### config.mk
export PLATFORM = sky130hd
export DESIGN_NAME = linear_line_resampler_top
export DESIGN_NICKNAME = d
export VERILOG_FILES = /design/src/rtl/llr_pkg.sv /design/src/rtl/linear_line_resampler_top.sv /design/src/rtl/llr_cfg.sv /design/src/rtl/llr_ctrl.sv /design/src/rtl/llr_datapath.sv
export SDC_FILE = /design/constraint.sdc
export NUM_CORES = 1
export LEC_CHECK = 0
export ABC_AREA = 1
export BUFFER_PORTS_ARGS = -buffer_cell sky130_fd_sc_hd__buf_4
export CORE_MARGIN = 3
export CORE_UTILIZATION = 63
export DETAILED_ROUTE_END_ITERATION = 10
export GPL_TIMING_DRIVEN = 0
export PLACE_DENSITY_LB_ADDON = 0.15
export SETUP_SLACK_MARGIN = 0.4
export SLEW_MARGIN = 40
export SYNTH_ARGS = -nofsm -noshare
export SYNTH_HDL_FRONTEND = slang
export SYNTH_HIERARCHICAL = 1
export SYNTH_SLANG_ARGS = --single-unit
### constraint.sdc
create_clock -name clk -period 9 [get_ports clk]
set_clock_uncertainty 0.15 [all_clocks]
set_input_delay 0.45 -clock clk [delete_from_list [all_inputs] [get_ports clk]]
set_output_delay 0.45 -clock clk [all_outputs]
set_load 0.005 [all_outputs]
### src/rtl/llr_pkg.sv
`timescale 1ns / 1ps
`default_nettype none

package llr_pkg;

  localparam int PIX_W           = 8;
  localparam int CFG_LEN_W       = 13;
  localparam int STEP_W          = 24;
  localparam int PADDR_W         = 4;
  localparam int PDATA_W         = 32;

  localparam int MAX_LINE_DEF    = 4096;
  localparam int FRAC_BITS_DEF   = 16;
  localparam int MAX_UPSCALE_DEF = 16;

  localparam logic [CFG_LEN_W-1:0] SRC_LEN_RST = CFG_LEN_W'(512);
  localparam logic [CFG_LEN_W-1:0] DST_LEN_RST = CFG_LEN_W'(512);

  typedef enum logic [1:0] {
    REG_SRC_LEN = 2'd0,
    REG_DST_LEN = 2'd1,
    REG_STEP    = 2'd2
  } reg_idx_t;

  typedef enum logic {
    ST_IDLE,
    ST_RUN
  } state_t;

  typedef struct packed {
    logic accept;
    logic emit;
    logic finish;
  } dp_cmd_t;

  typedef struct packed {
    logic emit_now;
    logic more;
    logic slot_free;
  } dp_status_t;

endpackage

`default_nettype wire

### src/rtl/linear_line_resampler_top.sv
`timescale 1ns / 1ps
`default_nettype none

// Linear resampler for one line of 8-bit pixels. An accepted source pixel
// is first registered, then each destination pixel it causes (at most MAX_UPSCALE)
// is emitted in turn, paced by the single interpolation multiplier in the
// datapath that forms one result per cycle while the output slot is free;
// a source pixel that causes no result is finished without one. Results
// wait in an output register, so the next source pixel can be taken while
// the last result is still stalled. Registers: src_len at 0x0, dst_len at
// 0x4, step_q16 (Q8.16 source step per destination pixel) at 0x8; write
// them only between lines or while the block is idle.
module linear_line_resampler_top #(
  parameter int MAX_LINE    = llr_pkg::MAX_LINE_DEF,
  parameter int FRAC_BITS   = llr_pkg::FRAC_BITS_DEF,
  parameter int MAX_UPSCALE = llr_pkg::MAX_UPSCALE_DEF
) (
  input  wire logic                        clk,
  input  wire logic                        rst,
  input  wire logic                        psel,
  input  wire logic                        penable,
  input  wire logic                        pwrite,
  input  wire logic [llr_pkg::PADDR_W-1:0] paddr,
  input  wire logic [llr_pkg::PDATA_W-1:0] pwdata,
  output logic      [llr_pkg::PDATA_W-1:0] prdata,
  output logic                             pready,
  input  wire logic                        in_valid,
  output logic                             in_stall,
  input  wire logic [llr_pkg::PIX_W-1:0]   src_pixel,
  input  wire logic                        last_in_line,
  output logic                             out_valid,
  input  wire logic                        out_stall,
  output logic      [llr_pkg::PIX_W-1:0]   dst_pixel,
  output logic                             last_of_run,
  output logic                             line_done
);
  import llr_pkg::*;

  logic [CFG_LEN_W-1:0] src_len;
  logic [CFG_LEN_W-1:0] dst_len;
  logic [STEP_W-1:0]    step_q16;
  dp_cmd_t              cmd;
  dp_status_t           status;

  llr_cfg #(
    .FRAC_BITS (FRAC_BITS)
  ) u_cfg (
    .clk      (clk),
    .rst      (rst),
    .psel     (psel),
    .penable  (penable),
    .pwrite   (pwrite),
    .paddr    (paddr),
    .pwdata   (pwdata),
    .prdata   (prdata),
    .pready   (pready),
    .src_len  (src_len),
    .dst_len  (dst_len),
    .step_q16 (step_q16)
  );

  llr_ctrl u_ctrl (
    .clk      (clk),
    .rst      (rst),
    .in_valid (in_valid),
    .in_stall (in_stall),
    .status   (status),
    .cmd      (cmd)
  );

  llr_datapath #(
    .MAX_LINE    (MAX_LINE),
    .FRAC_BITS   (FRAC_BITS),
    .MAX_UPSCALE (MAX_UPSCALE)
  ) u_datapath (
    .clk          (clk),
    .rst          (rst),
    .src_len      (src_len),
    .dst_len      (dst_len),
    .step_q16     (step_q16),
    .src_pixel    (src_pixel),
    .last_in_line (last_in_line),
    .cmd          (cmd),
    .status       (status),
    .out_valid    (out_valid),
    .out_stall    (out_stall),
    .dst_pixel    (dst_pixel),
    .last_of_run  (last_of_run),
    .line_done    (line_done)
  );

endmodule

`default_nettype wire

### src/rtl/llr_cfg.sv
`timescale 1ns / 1ps
`default_nettype none

module llr_cfg #(
  parameter int FRAC_BITS = llr_pkg::FRAC_BITS_DEF
) (
  input  wire logic                           clk,
  input  wire logic                           rst,
  input  wire logic                           psel,
  input  wire logic                           penable,
  input  wire logic                           pwrite,
  input  wire logic [llr_pkg::PADDR_W-1:0]    paddr,
  input  wire logic [llr_pkg::PDATA_W-1:0]    pwdata,
  output logic      [llr_pkg::PDATA_W-1:0]    prdata,
  output logic                                pready,
  output logic      [llr_pkg::CFG_LEN_W-1:0]  src_len,
  output logic      [llr_pkg::CFG_LEN_W-1:0]  dst_len,
  output logic      [llr_pkg::STEP_W-1:0]     step_q16
);
  import llr_pkg::*;

  localparam logic [STEP_W-1:0] STEP_RST = STEP_W'(1 << FRAC_BITS);

  reg_idx_t idx;
  logic     wr_en;

  assign idx    = reg_idx_t'(paddr[PADDR_W-1:2]);
  assign pready = 1'b1;
  assign wr_en  = psel && penable && pwrite && pready;

  always_ff @(posedge clk) begin
    if (rst) begin
      src_len  <= SRC_LEN_RST;
      dst_len  <= DST_LEN_RST;
      step_q16 <= STEP_RST;
    end else if (wr_en) begin
      case (idx)
        REG_SRC_LEN: src_len  <= pwdata[CFG_LEN_W-1:0];
        REG_DST_LEN: dst_len  <= pwdata[CFG_LEN_W-1:0];
        REG_STEP:    step_q16 <= pwdata[STEP_W-1:0];
        default: ;
      endcase
    end
  end

  always_comb begin
    case (idx)
      REG_SRC_LEN: prdata = PDATA_W'(src_len);
      REG_DST_LEN: prdata = PDATA_W'(dst_len);
      REG_STEP:    prdata = PDATA_W'(step_q16);
      default:     prdata = '0;
    endcase
  end

endmodule

`default_nettype wire

### src/rtl/llr_ctrl.sv
`timescale 1ns / 1ps
`default_nettype none

module llr_ctrl (
  input  wire logic                clk,
  input  wire logic                rst,
  input  wire logic                in_valid,
  output logic                     in_stall,
  input  wire llr_pkg::dp_status_t status,
  output llr_pkg::dp_cmd_t         cmd
);
  import llr_pkg::*;

  state_t state;
  state_t state_next;

  always_ff @(posedge clk) begin
    if (rst) begin
      state <= ST_IDLE;
    end else begin
      state <= state_next;
    end
  end

  always_comb begin
    state_next = state;
    cmd        = '0;
    in_stall   = 1'b1;
    case (state)
      ST_IDLE: begin
        in_stall = 1'b0;
        if (in_valid) begin
          cmd.accept = 1'b1;
          state_next = ST_RUN;
        end
      end
      ST_RUN: begin
        if (!status.emit_now) begin
          cmd.finish = 1'b1;
          state_next = ST_IDLE;
        end else if (status.slot_free) begin
          cmd.emit = 1'b1;
          if (!status.more) begin
            cmd.finish = 1'b1;
            state_next = ST_IDLE;
          end
        end
      end
      default: begin
        state_next = ST_IDLE;
      end
    endcase
  end

endmodule

`default_nettype wire

### src/rtl/llr_datapath.sv
`timescale 1ns / 1ps
`default_nettype none

module llr_datapath #(
  parameter int MAX_LINE    = llr_pkg::MAX_LINE_DEF,
  parameter int FRAC_BITS   = llr_pkg::FRAC_BITS_DEF,
  parameter int MAX_UPSCALE = llr_pkg::MAX_UPSCALE_DEF
) (
  input  wire logic                          clk,
  input  wire logic                          rst,
  input  wire logic [llr_pkg::CFG_LEN_W-1:0] src_len,
  input  wire logic [llr_pkg::CFG_LEN_W-1:0] dst_len,
  input  wire logic [llr_pkg::STEP_W-1:0]    step_q16,
  input  wire logic [llr_pkg::PIX_W-1:0]     src_pixel,
  input  wire logic                          last_in_line,
  input  wire llr_pkg::dp_cmd_t              cmd,
  output llr_pkg::dp_status_t                status,
  output logic                               out_valid,
  input  wire logic                          out_stall,
  output logic      [llr_pkg::PIX_W-1:0]     dst_pixel,
  output logic                               last_of_run,
  output logic                               line_done
);
  import llr_pkg::*;

  localparam int IDX_W = $clog2(MAX_LINE);
  localparam int LEN_W = $clog2(MAX_LINE + 1);
  localparam int CMP_W = (LEN_W > CFG_LEN_W) ? LEN_W : CFG_LEN_W;
  localparam int POS_W = IDX_W + FRAC_BITS;
  localparam int SUM_W = ((POS_W > STEP_W) ? POS_W : STEP_W) + 1;
  localparam int CNT_W = $clog2(MAX_UPSCALE + 1);
  localparam int V_W   = PIX_W + FRAC_BITS + 2;
  localparam logic [V_W-1:0] HALF = V_W'(1) << (FRAC_BITS - 1);

  // line state
  logic [PIX_W-1:0] prev_pixel;
  logic [IDX_W-1:0] src_index;
  logic [LEN_W-1:0] dst_index;
  logic [POS_W-1:0] position_acc;

  // per-request state
  logic [PIX_W-1:0] cur_pixel;
  logic             last_flag;
  logic [CNT_W-1:0] run_cnt;
  logic             fill;

  logic [CMP_W-1:0] src_len_w;
  logic [CMP_W-1:0] dst_len_w;
  logic [LEN_W-1:0] sl;
  logic [LEN_W-1:0] dl;
  logic [LEN_W-1:0] sl_m1;
  logic [POS_W-1:0] limit;
  logic [LEN_W-1:0] k_p1;
  logic [IDX_W-1:0] km1;
  logic [IDX_W-1:0] acc_int;
  logic [IDX_W-1:0] adv_int;
  logic [SUM_W-1:0] acc_sum;
  logic [POS_W-1:0] acc_adv;
  logic [CNT_W-1:0] cnt_p1;
  logic [LEN_W-1:0] dst_p1;
  logic             last_at_accept;
  logic             interp_ok;
  logic             interp_after;

  logic signed [PIX_W:0]   diff;
  logic signed [V_W-1:0]   prod;
  logic signed [V_W-1:0]   base;
  logic signed [V_W-1:0]   v;
  logic        [PIX_W-1:0] interp_px;
  logic        [PIX_W-1:0] res_px;

  // length clamp to 2..MAX_LINE
  assign src_len_w = CMP_W'(src_len);
  assign dst_len_w = CMP_W'(dst_len);
  assign sl = (src_len_w < CMP_W'(2)) ? LEN_W'(2) :
              (src_len_w > CMP_W'(MAX_LINE)) ? LEN_W'(MAX_LINE) : LEN_W'(src_len_w);
  assign dl = (dst_len_w < CMP_W'(2)) ? LEN_W'(2) :
              (dst_len_w > CMP_W'(MAX_LINE)) ? LEN_W'(MAX_LINE) : LEN_W'(dst_len_w);
  assign sl_m1 = sl - LEN_W'(1);
  assign limit = {sl_m1[IDX_W-1:0], {FRAC_BITS{1'b0}}};

  assign k_p1           = LEN_W'(src_index) + LEN_W'(1);
  assign km1            = src_index - IDX_W'(1);
  assign last_at_accept = last_in_line || (k_p1 >= sl);

  assign acc_int = position_acc[POS_W-1:FRAC_BITS];
  assign acc_sum = SUM_W'(position_acc) + SUM_W'(step_q16);
  assign acc_adv = (acc_sum > SUM_W'(limit)) ? limit : acc_sum[POS_W-1:0];
  assign adv_int = acc_adv[POS_W-1:FRAC_BITS];

  assign cnt_p1 = run_cnt + CNT_W'(1);
  assign dst_p1 = dst_index + LEN_W'(1);

  assign interp_ok    = !fill && (src_index != '0) && (acc_int <= km1);
  assign interp_after = interp_ok && (adv_int <= km1);

  assign status.emit_now  = (run_cnt < CNT_W'(MAX_UPSCALE)) && (dst_index < dl) &&
                            (last_flag || interp_ok);
  assign status.more      = (cnt_p1 < CNT_W'(MAX_UPSCALE)) && (dst_p1 < dl) &&
                            (last_flag || interp_after);
  assign status.slot_free = !out_valid || !out_stall;

  // prev + (cur - prev) * frac, rounded half up
  assign diff = $signed({1'b0, cur_pixel}) - $signed({1'b0, prev_pixel});
  assign prod = diff * $signed({1'b0, position_acc[FRAC_BITS-1:0]});
  assign base = $signed({2'b00, prev_pixel, {FRAC_BITS{1'b0}}});
  assign v    = base + prod + $signed(HALF);

  always_comb begin
    if (v[V_W-1]) begin
      interp_px = '0;
    end else if (v[V_W-2:FRAC_BITS+PIX_W] != '0) begin
      interp_px = '1;
    end else begin
      interp_px = v[FRAC_BITS+PIX_W-1:FRAC_BITS];
    end
  end

  assign res_px = interp_ok ? interp_px : cur_pixel;

  always_ff @(posedge clk) begin
    if (cmd.accept) begin
      cur_pixel <= src_pixel;
    end
  end

  always_ff @(posedge clk) begin
    if (rst) begin
      prev_pixel   <= '0;
      src_index    <= '0;
      dst_index    <= '0;
      position_acc <= '0;
      last_flag    <= 1'b0;
      run_cnt      <= '0;
      fill         <= 1'b0;
    end else begin
      if (cmd.accept) begin
        last_flag <= last_at_accept;
        run_cnt   <= '0;
        fill      <= 1'b0;
      end
      if (cmd.emit) begin
        run_cnt <= cnt_p1;
        fill    <= !interp_ok;
      end
      if (cmd.finish && last_flag) begin
        dst_index    <= '0;
        position_acc <= '0;
      end else if (cmd.emit) begin
        dst_index    <= dst_p1;
        position_acc <= acc_adv;
      end
      if (cmd.finish) begin
        prev_pixel <= cur_pixel;
        src_index  <= last_flag ? '0 : k_p1[IDX_W-1:0];
      end
    end
  end

  // output register
  always_ff @(posedge clk) begin
    if (rst) begin
      out_valid <= 1'b0;
    end else if (cmd.emit) begin
      out_valid <= 1'b1;
    end else if (!out_stall) begin
      out_valid <= 1'b0;
    end
  end

  always_ff @(posedge clk) begin
    if (cmd.emit) begin
      dst_pixel   <= res_px;
      last_of_run <= !status.more;
      line_done   <= last_flag && !status.more;
    end
  end

endmodule

`default_nettype wire

; ---- Word level (Yosys, flattened, before mapping)
; Index checks and enable logic that the tools add are counted.
; W data, S select, Z words.
[totals]
reg_bits = 138
in_bits = 52
output_inout_bits = 45
word_cells = 97
[classes]
addsub = 9
mul = 1
n_lt_le_gt_ge = 12
n_eq_ne = 3
muxes = 28
bitwise_logic = 1
reduce_logical = 27
[op_table]
columns = operator, n
row1 = $pmux W24 S3, 1
row2 = $mux W13, 4
row3 = $add A28 B24 Y29, 1
row4 = $gt A29 B28 Y1, 1
row5 = $mux W28, 1
row6 = $add A25 B26 Y26, 1
row7 = $add A26 B17 Y26 const B, 1
row8 = $gt A13 B13 Y1 const B, 2
row9 = $lt A13 B13 Y1, 2
row10 = $lt A13 B2 Y1 const B, 2
row11 = $mul A9 B17 Y26, 1
row12 = $le A12 B12 Y1, 2
row13 = $mux W8, 3
row14 = $sub A12 B1 Y12 const B, 2
row15 = $add A12 B1 Y13 const B, 1
row16 = $add A13 B1 Y13 const B, 1
row17 = $ge A13 B13 Y1, 1
row18 = $mux W1, 13
row19 = $mux W12, 1
row20 = $reduce_bool A12 Y1, 1
row21 = $logic_and A1 B1 Y1, 11
row22 = $lt A5 B5 Y1 const B, 2
row23 = $mux W5, 2
row24 = $sub A8 B8 Y9, 1
row25 = 13 further kinds, 23

; ---- Logic depth before layout (Yosys ltp)
; Gate-level depths: netlist of the first run.
[logic_depth]
depth_word = 16
mapped_depth = 47
mapped_depth_nobuf = 44

; ---- Hierarchy
; The synthesis of the first run kept the hierarchy.
[modules_own_cells]
columns = module, n_inst, cells_each, area_per_inst_um2, seq_area_each_um2
row1 = llr_datapath, 1, 1900, 13031.2, 1921.8
row2 = llr_cfg, 1, 393, 2443.6, 1001.0
row3 = llr_ctrl, 1, 12, 68.8, 20.0

; ---- Worst setup path after synthesis of the first run
; Ideal clock, no wire load.
[synth_timing]
kind = register -> register
startpoint = register u_datapath.cur_pixel[2]
endpoint = register u_datapath/dst_pixel[6] (netlist bit), data pin
setup_ns = 0.258
t_arrival_ns = 6.084
required_time_ns = 8.592
slack_ns = 2.507
path_stages_with_launch = 33
path_buffers = 1
period_less_slack_ns = 6.493
path_cell_list = edfxtp_1 ha_1 nand3b_1 nand2_1 a21oi_1 o21ai_0 nand2_1 nand2_1 a21oi_1 or2_2 nand2_1 clkbuf_1 nor2_1 fa_1 inv_1 fa_1 inv_1 fa_1 inv_1 fa_1 fa_1 inv_1 ha_1 a21oi_1 inv_1 a31oi_1 o21ai_0 a21oi_1 nand3_1 nand2_1 nand2_1 o21ai_0 nand2_1
[synth_via]
elab_chain_len = 7
[synth_lines]
columns = item, line_no
row1 = start: declaration, llr_datapath.sv:42  ; logic [PIX_W-1:0] cur_pixel;
row2 = start signal: assignment, llr_datapath.sv:123  ; cur_pixel <= src_pixel;
row3 = $sub A8 B8 Y9 (*), llr_datapath.sv:104  ; assign diff = $signed({1'b0, cur_pixel}) - $signed({1'b0, prev_pixel});
row4 = $mul A9 B17 Y26 (*), llr_datapath.sv:105  ; assign prod = diff * $signed({1'b0, position_acc[FRAC_BITS-1:0]});
row5 = $add A25 B26 Y26 (*), llr_datapath.sv:107  ; assign v = base + prod + $signed(HALF);
row6 = $add A26 B17 Y26 (*), llr_datapath.sv:107
row7 = $mux W8, llr_datapath.sv:112  ; end else if (v[V_W-2:FRAC_BITS+PIX_W] != '0) begin
row8 = $mux W8 (*), llr_datapath.sv:110  ; if (v[V_W-1]) begin
row9 = $mux W8 (*), llr_datapath.sv:119  ; assign res_px = interp_ok ? interp_px : cur_pixel;
row10 = net u_datapath.res_px[6], llr_datapath.sv:70  ; logic [PIX_W-1:0] res_px;
row11 = end signal: assignment, llr_datapath.sv:173  ; dst_pixel <= res_px;
row12 = end: declaration, llr_datapath.sv:20  ; output logic [llr_pkg::PIX_W-1:0] dst_pixel,
; Mark *: on every way through the listed nets, which the timed path passes. The rest lies on a longest branch.
; A chain may end at the register's enable or synchronous reset.

; ---- Final worst setup path of the first run
; Ends and elaborated chain as after synthesis.

==> metrics, run 1 <==
r2r endpoint u_datapath/dst_pixel[6]; CTS Buf Count 17; Leakage 8.96 nW; RSZ-0062 raised after global routing false; outcome complete, no violations; hold crit path type primary input to flop; cell taking the most area after synthesis dfxtp_1; cts repair resizes 0; Netlist cell types 55; Clock Latency Late Sink 0.43 ns; grt total ovfl 0; Rel. slew slack 46.1%; element type at the critical path start flop; Critical Path RT 9.03 ns; Setup violations, final 0; starting density of the core 65.2%; syn_area_per_cell 6.74 um^2; Filler Cells Inserted 2,040; Tmin final 7.66 ns; Synth Cell Area 15,500 um^2; most frequent CP cell nand2_1; DRC viols 0; Worst-path clk slew 0.07 ns; CTS max path bufs 2; routed vias 15,400; CP max FO 10; DP Area 16,600 um^2; I/O pin count 97; fmax 131 MHz; first-pass GRT wire length 74,000 um; WP data arrival 7.69 ns; CTS Sinks 138; Post-Route WL 45,800 um; vias in the first global route 15,100; DR vias/cell 5.63; Hold WS 0.0464 ns; hold-fix buffers at CTS 0; multi-input logic area 10,900 um^2; Yosys reg bits 138; drt first-iter violations 1,278; # nets final 2,735; sequential element share of the synthesized area 18.9%; all-layer global routing usage 35.2%; max-slew violations 0; max-cap viol count 0; top cell type's share of synthesized area 15.5%; cell row count 56; Area contributors post-synth dfxtp_1, fa_1, nand2_1; met3 wire len 3370 um; Antenna diodes 0; min-delay src src_pixel[0]; total number of H-tree levels 4; CP peak stage delay 0.53 ns; Hold Path Depth 1; fin crit share 85.1%; Worst Tran Pin Value 0.798 ns; Hold EP u_datapath/cur_pixel[0]; Crit. Startpoint u_datapath/cur_pixel[2]; Yosys warning total 6; cell family with most CP delay adder cells; initial antenna violation count 0; TritonRoute pass-1 iters 6; critical path's slowest cell fa_1; largest net degree at the start of global routing 17; Die H 163 um; Reg area 2940 um^2; CP Class flop to flop; die width 163 um; reg2reg path depth 32; share of layout cells above drive strength 1 7.89%; die area 26,600 um^2; met1 wire length 18,000 um; Post-DP HPWL 37,900 um; worst vdd ir 0.000128 V; Port Buffer Count 77; Syn Inst Count 2,305; Post-CTS Setup Inserts 0; wire length per cell 16.7 um; Non-Filler Cell Area, Final 17,200 um^2; met2 WL 21,600 um; P&R area growth vs syn 10.4%; CTS tree done; worst r2r src u_datapath/cur_pixel[2]; uppermost layer routed met4; Core Region 23,800 um^2; PwrDens 213 nW/um^2; Setup TNS 0 ns; Critical Path Sink Type flop; Final Hold Fails 0; Routed Antenna Nets 0; Final GP Congestion 0.982; FF-to-FF setup slack 1.34 ns; Bufs and invs on worst path 6; CTS root buffer clkbuf_16
-- power breakdown --
part / leakage (nW) / switching [mW] / internal [mW]
logic: 7.53 / 1.45 / 0.713
clock network: 0.292 / 0.330 / 0.398
registers: 1.14 / 0.0677 / 0.703
-- Yosys cell counts, drive strengths merged --
library cell  instances
xor2                 36
nand4                28
nor4                  9
nor3                 21
a211oi               10
a31oi                 3
o221ai                1
clkinv                1
o22ai                 1
nand2               578
o2111ai               1
buf                  37
o21ai                57
a21o                  5
ha                  167
and3                  1
o41ai                 3
dfxtp               120
and2                  1
nor2                336
nand3b                6
o31ai                 1
o21bai               10
nor4b                 1
a2111oi               1
xnor2                14
o21a                  1
o211ai                4
fa                  108
nand2b                1
a21boi                2
inv                 363
a22oi                 1
or2                  13
clkbuf               36
conb                  2
a31o                  1
a21oi               144
nand3               161
a311oi                1
edfxtp               18
-- sequential cells by signal, summed over array words and instances (netlist names) --
signal / cells
u_datapath/out_valid: 1
u_datapath/src_index: 12
u_datapath/dst_index: 13
u_ctrl/state: 1
u_datapath/position_acc: 28
u_cfg/dst_len: 13
u_datapath/cur_pixel: 8
u_datapath/line_done: 1
u_datapath/run_cnt: 5
u_cfg/step_q16: 24
u_datapath/last_of_run: 1
u_datapath/last_flag: 1
u_cfg/src_len: 13
u_datapath/prev_pixel: 8
u_datapath/fill: 1
u_datapath/dst_pixel: 8
-- layout by cell type (no fill, tap or decap), types with 7 or more instances in the layout --
master and n:
nand2_1 568, nand3_1 158, nor3_1 19, inv_2 10
a211oi_1 10, nor4_1 9, conb_1 9, buf_4 90
ha_1 167, nor2_2 10, xor2_1 36, buf_2 15
nand2_2 9, nand4_1 28, dfxtp_1 120, nor2_1 325
clkbuf_16 17, o21bai_1 10, o21ai_0 56, xnor2_1 13
or2_2 12, edfxtp_1 18, clkbuf_1 36, a21oi_1 144
inv_1 353, buf_1 7, fa_1 108
-- metal layers --
metal,vias to the layer above,GRT usage [%]
met1,7062,41.5
li1,7493,-
met3,181,6.06
met4,0,19.5
met2,685,60.7
met5,-,0
-- per-stage QoR --
| stage | utilization (%) | instances | setup slack [ns] | power [mW] |
|---|---|---|---|---|
| 2_1_floorplan | - | 2312 | 2.51 | 2.30 |
| 3_3_place_gp | 69.5 | 2708 | 1.62 | 2.83 |
| 3_5_place_dp | 69.5 | 2708 | 1.46 | 2.90 |
| 4_1_cts | 72.0 | 2740 | 1.42 | 3.64 |
| 5_1_grt | 72.0 | 2740 | 0.818 | 3.98 |
| 6_report | 72.0 | 2740 | 1.34 | 3.66 |
-- cell families after synthesis --
logic type / after synthesis / synth area share [%]
compound gates: 247 / 8.80
buf+inv: 437 / 11.1
simple gates: 1156 / 30.9
other cells: 2 / 0.0483
fa+ha+maj: 275 / 27.4
flops: 138 / 18.9
xor+xnor: 50 / 2.82
-- final cells by class --
class / instances / area share (%)
sequential: 138 / 17.1
clock buffer: 17 / 2.48
multi-input combinational: 1737 / 63.6
inverter: 364 / 7.96
tap: 319 / 2.33
clock inverter: 15 / 1.03
buffer: 73 / 2.10
timing repair buffer: 77 / 3.37
-- worst max path at each step --
stage                              endpoint  slack, ns  cells after the start
finish              u_datapath/dst_pixel[6]       1.34                     32
global route        u_datapath/dst_pixel[6]       0.82                     32
CTS                 u_datapath/dst_pixel[6]       1.42                     32
detailed placement  u_datapath/dst_pixel[6]       1.46                     32
global placement    u_datapath/dst_pixel[6]       1.62                     32
floorplan           u_datapath/dst_pixel[6]       2.51                     32
Power figures use the tool's default switching activity.
==> run 2: changes to the inputs <==
--- a/config.mk
+++ b/config.mk
@@ -11,7 +11,9 @@
 export CORE_UTILIZATION = 63
 export DETAILED_ROUTE_END_ITERATION = 10
 export GPL_TIMING_DRIVEN = 0
+export MAX_ROUTING_LAYER = met4
 export PLACE_DENSITY_LB_ADDON = 0.15
+export REMOVE_ABC_BUFFERS = 1
 export SETUP_SLACK_MARGIN = 0.4
 export SLEW_MARGIN = 40
 export SYNTH_ARGS = -nofsm -noshare
==> run 2 against run 1 <==
Critical path depth is 1 lower. Maximum frequency down 3.6%. Power rose by 0.55%. Die area unchanged. First-iteration DRC count down 13%. Sequential share of layout area is 0.15 points higher. Sequential power about the same. Worst hold slack got worse by 0.014 ns. Global-route usage down 2.3 points. Critical endpoint unchanged. Largest cell class unchanged.
==> metrics, run 2 (synthesis gave the netlist of run 1 again) <==
outcome complete, no violations (unchanged); worst vdd ir 0.000175 V (was 0.000128 V); Non-Filler Cell Area, Final 17,000 um^2 (was 17,200 um^2); max FFs per register 28 (unchanged); drt first-iter violations 1,109 (was 1,278); DR vias/cell 5.56 (was 5.63); Final GP Congestion 0.995 (was 0.982); grt total ovfl 0 (unchanged); all-layer global routing usage 32.9% (was 35.2%); max-cap viol count 0 (unchanged); register with the most flip-flops u_datapath/position_acc (unchanged); Hold Path Depth 1 (unchanged); cts repair resizes 0 (unchanged); worst r2r src u_datapath/cur_pixel[0] (was u_datapath/cur_pixel[2]); final worst slack 1.05 ns (was 1.34 ns); PwrDens 216 nW/um^2 (was 213 nW/um^2); RSZ-0062 raised after global routing false (unchanged); Routed Antenna Nets 0 (unchanged); # nets final 2,666 (was 2,735); Rel. slew slack 44.0% (was 46.1%); total number of H-tree levels 4 (unchanged); Port Buffer Count 77 (unchanged); Post-DP HPWL 33,200 um (was 37,900 um); most frequent cells in the layout nand2_1, inv_1, nor2_1, ha_1, nand3_1 (unchanged); fin crit share 88.3% (was 85.1%); P&R area growth vs syn 9.47% (was 10.4%); critical path's slowest cell fa_1 (unchanged); CTS tree done (unchanged); Hold EP u_datapath/cur_pixel[2] (was u_datapath/cur_pixel[0]); Worst-path clk slew 0.07 ns (about the same); Setup TNS 0 ns (unchanged); Filler Cells Inserted 1,976 (was 2,040); largest net degree at the start of global routing 51 (was 17); Clock Latency Late Sink 0.44 ns (was 0.43 ns); fmax 126 MHz (was 131 MHz); cell row count 56 (unchanged); Bufs and invs on worst path 7 (was 6); Post-CTS Setup Inserts 0 (unchanged); Worst Tran Pin Value 0.840 ns (was 0.798 ns); CTS Sinks 138 (unchanged); CTS root buffer clkbuf_16 (unchanged); CTS Buf Count 17 (unchanged); max-slew violations 0 (unchanged); CP max FO 12 (was 10); min-delay src src_pixel[2] (was src_pixel[0]); commonest non-fill, non-tap cell in the layout nand2_1 (unchanged); hold crit path type primary input to flop (unchanged); CP Class flop to flop (unchanged); Placed Cells 2,639 (was 2,708); pre-CTS setup slack 1.28 ns (was 1.46 ns); DP Area 16,300 um^2 (was 16,600 um^2); hold-fix buffers at CTS 0 (unchanged); Final Non-Filler Cells 2,671 (was 2,740); I/O pin count 97 (unchanged); DRC viols 0 (unchanged); routed vias 14,900 (was 15,400); FF-to-FF setup slack 1.05 ns (was 1.34 ns); Pwr Total 3.68 mW (was 3.66 mW); Die H 163 um (unchanged); Critical Path Sink Type flop (unchanged); Leakage 8.85 nW (was 8.96 nW); Setup violations, final 0 (unchanged); Critical Path RT 9.04 ns (was 9.03 ns); initial antenna violation count 0 (unchanged); r2r endpoint u_datapath/dst_pixel[6] (unchanged); die area 26,600 um^2 (unchanged); Core Region 23,800 um^2 (unchanged); WP data arrival 7.98 ns (was 7.69 ns); TritonRoute pass-1 iters 7 (was 6); cell family with most CP delay adder cells (unchanged); die width 163 um (unchanged); wire length per cell 15.7 um (was 16.7 um); element type at the critical path start flop (unchanged); Post-Route WL 42,000 um (was 45,800 um); Tmin final 7.95 ns (was 7.66 ns); share of layout cells above drive strength 1 7.36% (was 7.89%); starting density of the core 65.2% (unchanged); CP peak stage delay 0.57 ns (was 0.53 ns); first-pass GRT wire length 68,300 um (was 74,000 um); vias in the first global route 14,100 (was 15,100); most frequent CP cell inv_1 (was nand2_1); Antenna diodes 0 (unchanged); largest registers u_datapath/position_acc x28, u_cfg/step_q16 x24 (unchanged); Final Hold Fails 0 (unchanged); CTS max path bufs 2 (unchanged); reg2reg path depth 31 (was 32)
## run 2: cell count changes in the layout (fill, tap and decap cells not counted), sizes merged
cell      before  now
clkinv         6    3
inv          371  369
clkinvlp       1    0
clkbuf        53   20
buf          114   81
bufinv         1    4
## run 2: final cells by class
cell class                      count  area [um^2]  share of cell area, %
Multi-Input combinational cell   1737        11000                   64.4
Sequential cell                   138         2940                   17.3
Tap cell                          319          399                   2.35
Clock inverter                     12          195                   1.15
Clock buffer                       20          479                   2.82
Inverter                          364         1370                   8.04
Timing Repair Buffer               81          668                   3.93
## run 2: worst max path at each step
stage / start / to / slack [ns] / cells after the start
floorplan: u_datapath/cur_pixel[0] / u_datapath/dst_pixel[6] / 2.42 / 31
global placement: u_cfg/dst_len[10] / u_datapath/run_cnt[2] / -1.24 / 17
detailed placement: u_datapath/cur_pixel[0] / u_datapath/dst_pixel[6] / 1.28 / 31
CTS: u_datapath/cur_pixel[0] / u_datapath/dst_pixel[6] / 1.17 / 31
global route: u_cfg/src_len[7] / u_datapath/dst_index[10] / 0.49 / 43
finish: u_datapath/cur_pixel[0] / u_datapath/dst_pixel[6] / 1.05 / 31
## run 2: worst register-to-register path, delay by kind of cell, from the launching register on
kind,cells,cell delay [ns]
adders and majority gates,8,3.58
AOI/OAI and AO/OA,9,1.94
buffers and inverters,7,0.87
and+or+nand+nor,7,0.83
DFF,1,0.32
## run 2: power breakdown
part	total (mW)	leakage, nW	switching (mW)	internal [mW]
Clock	0.818	0.332	0.311	0.507
Sequential	0.773	1.14	0.0699	0.703
Combinational	2.09	7.38	1.40	0.690
Total	3.68	8.85	1.78	1.90
## run 2: metal layers
metal,global-route usage (%),share of wire (%),routed length (um)
met5,-,0,0
met4,11.9,3.5,1450
met3,4.87,7.2,3030
met2,55.3,48,20100
met1,40.4,41,17400
## run 2: through the flow
| stage | utilization (%) | hold slack [ns] |
|---|---|---|
| floorplan | - | 0.284 |
| global placement | 67.9 | 0.300 |
| detailed placement | 68.6 | 0.310 |
| CTS | 71.4 | 0.0266 |
| global route | 71.4 | 0.0183 |
| finish | 71.4 | 0.0323 |
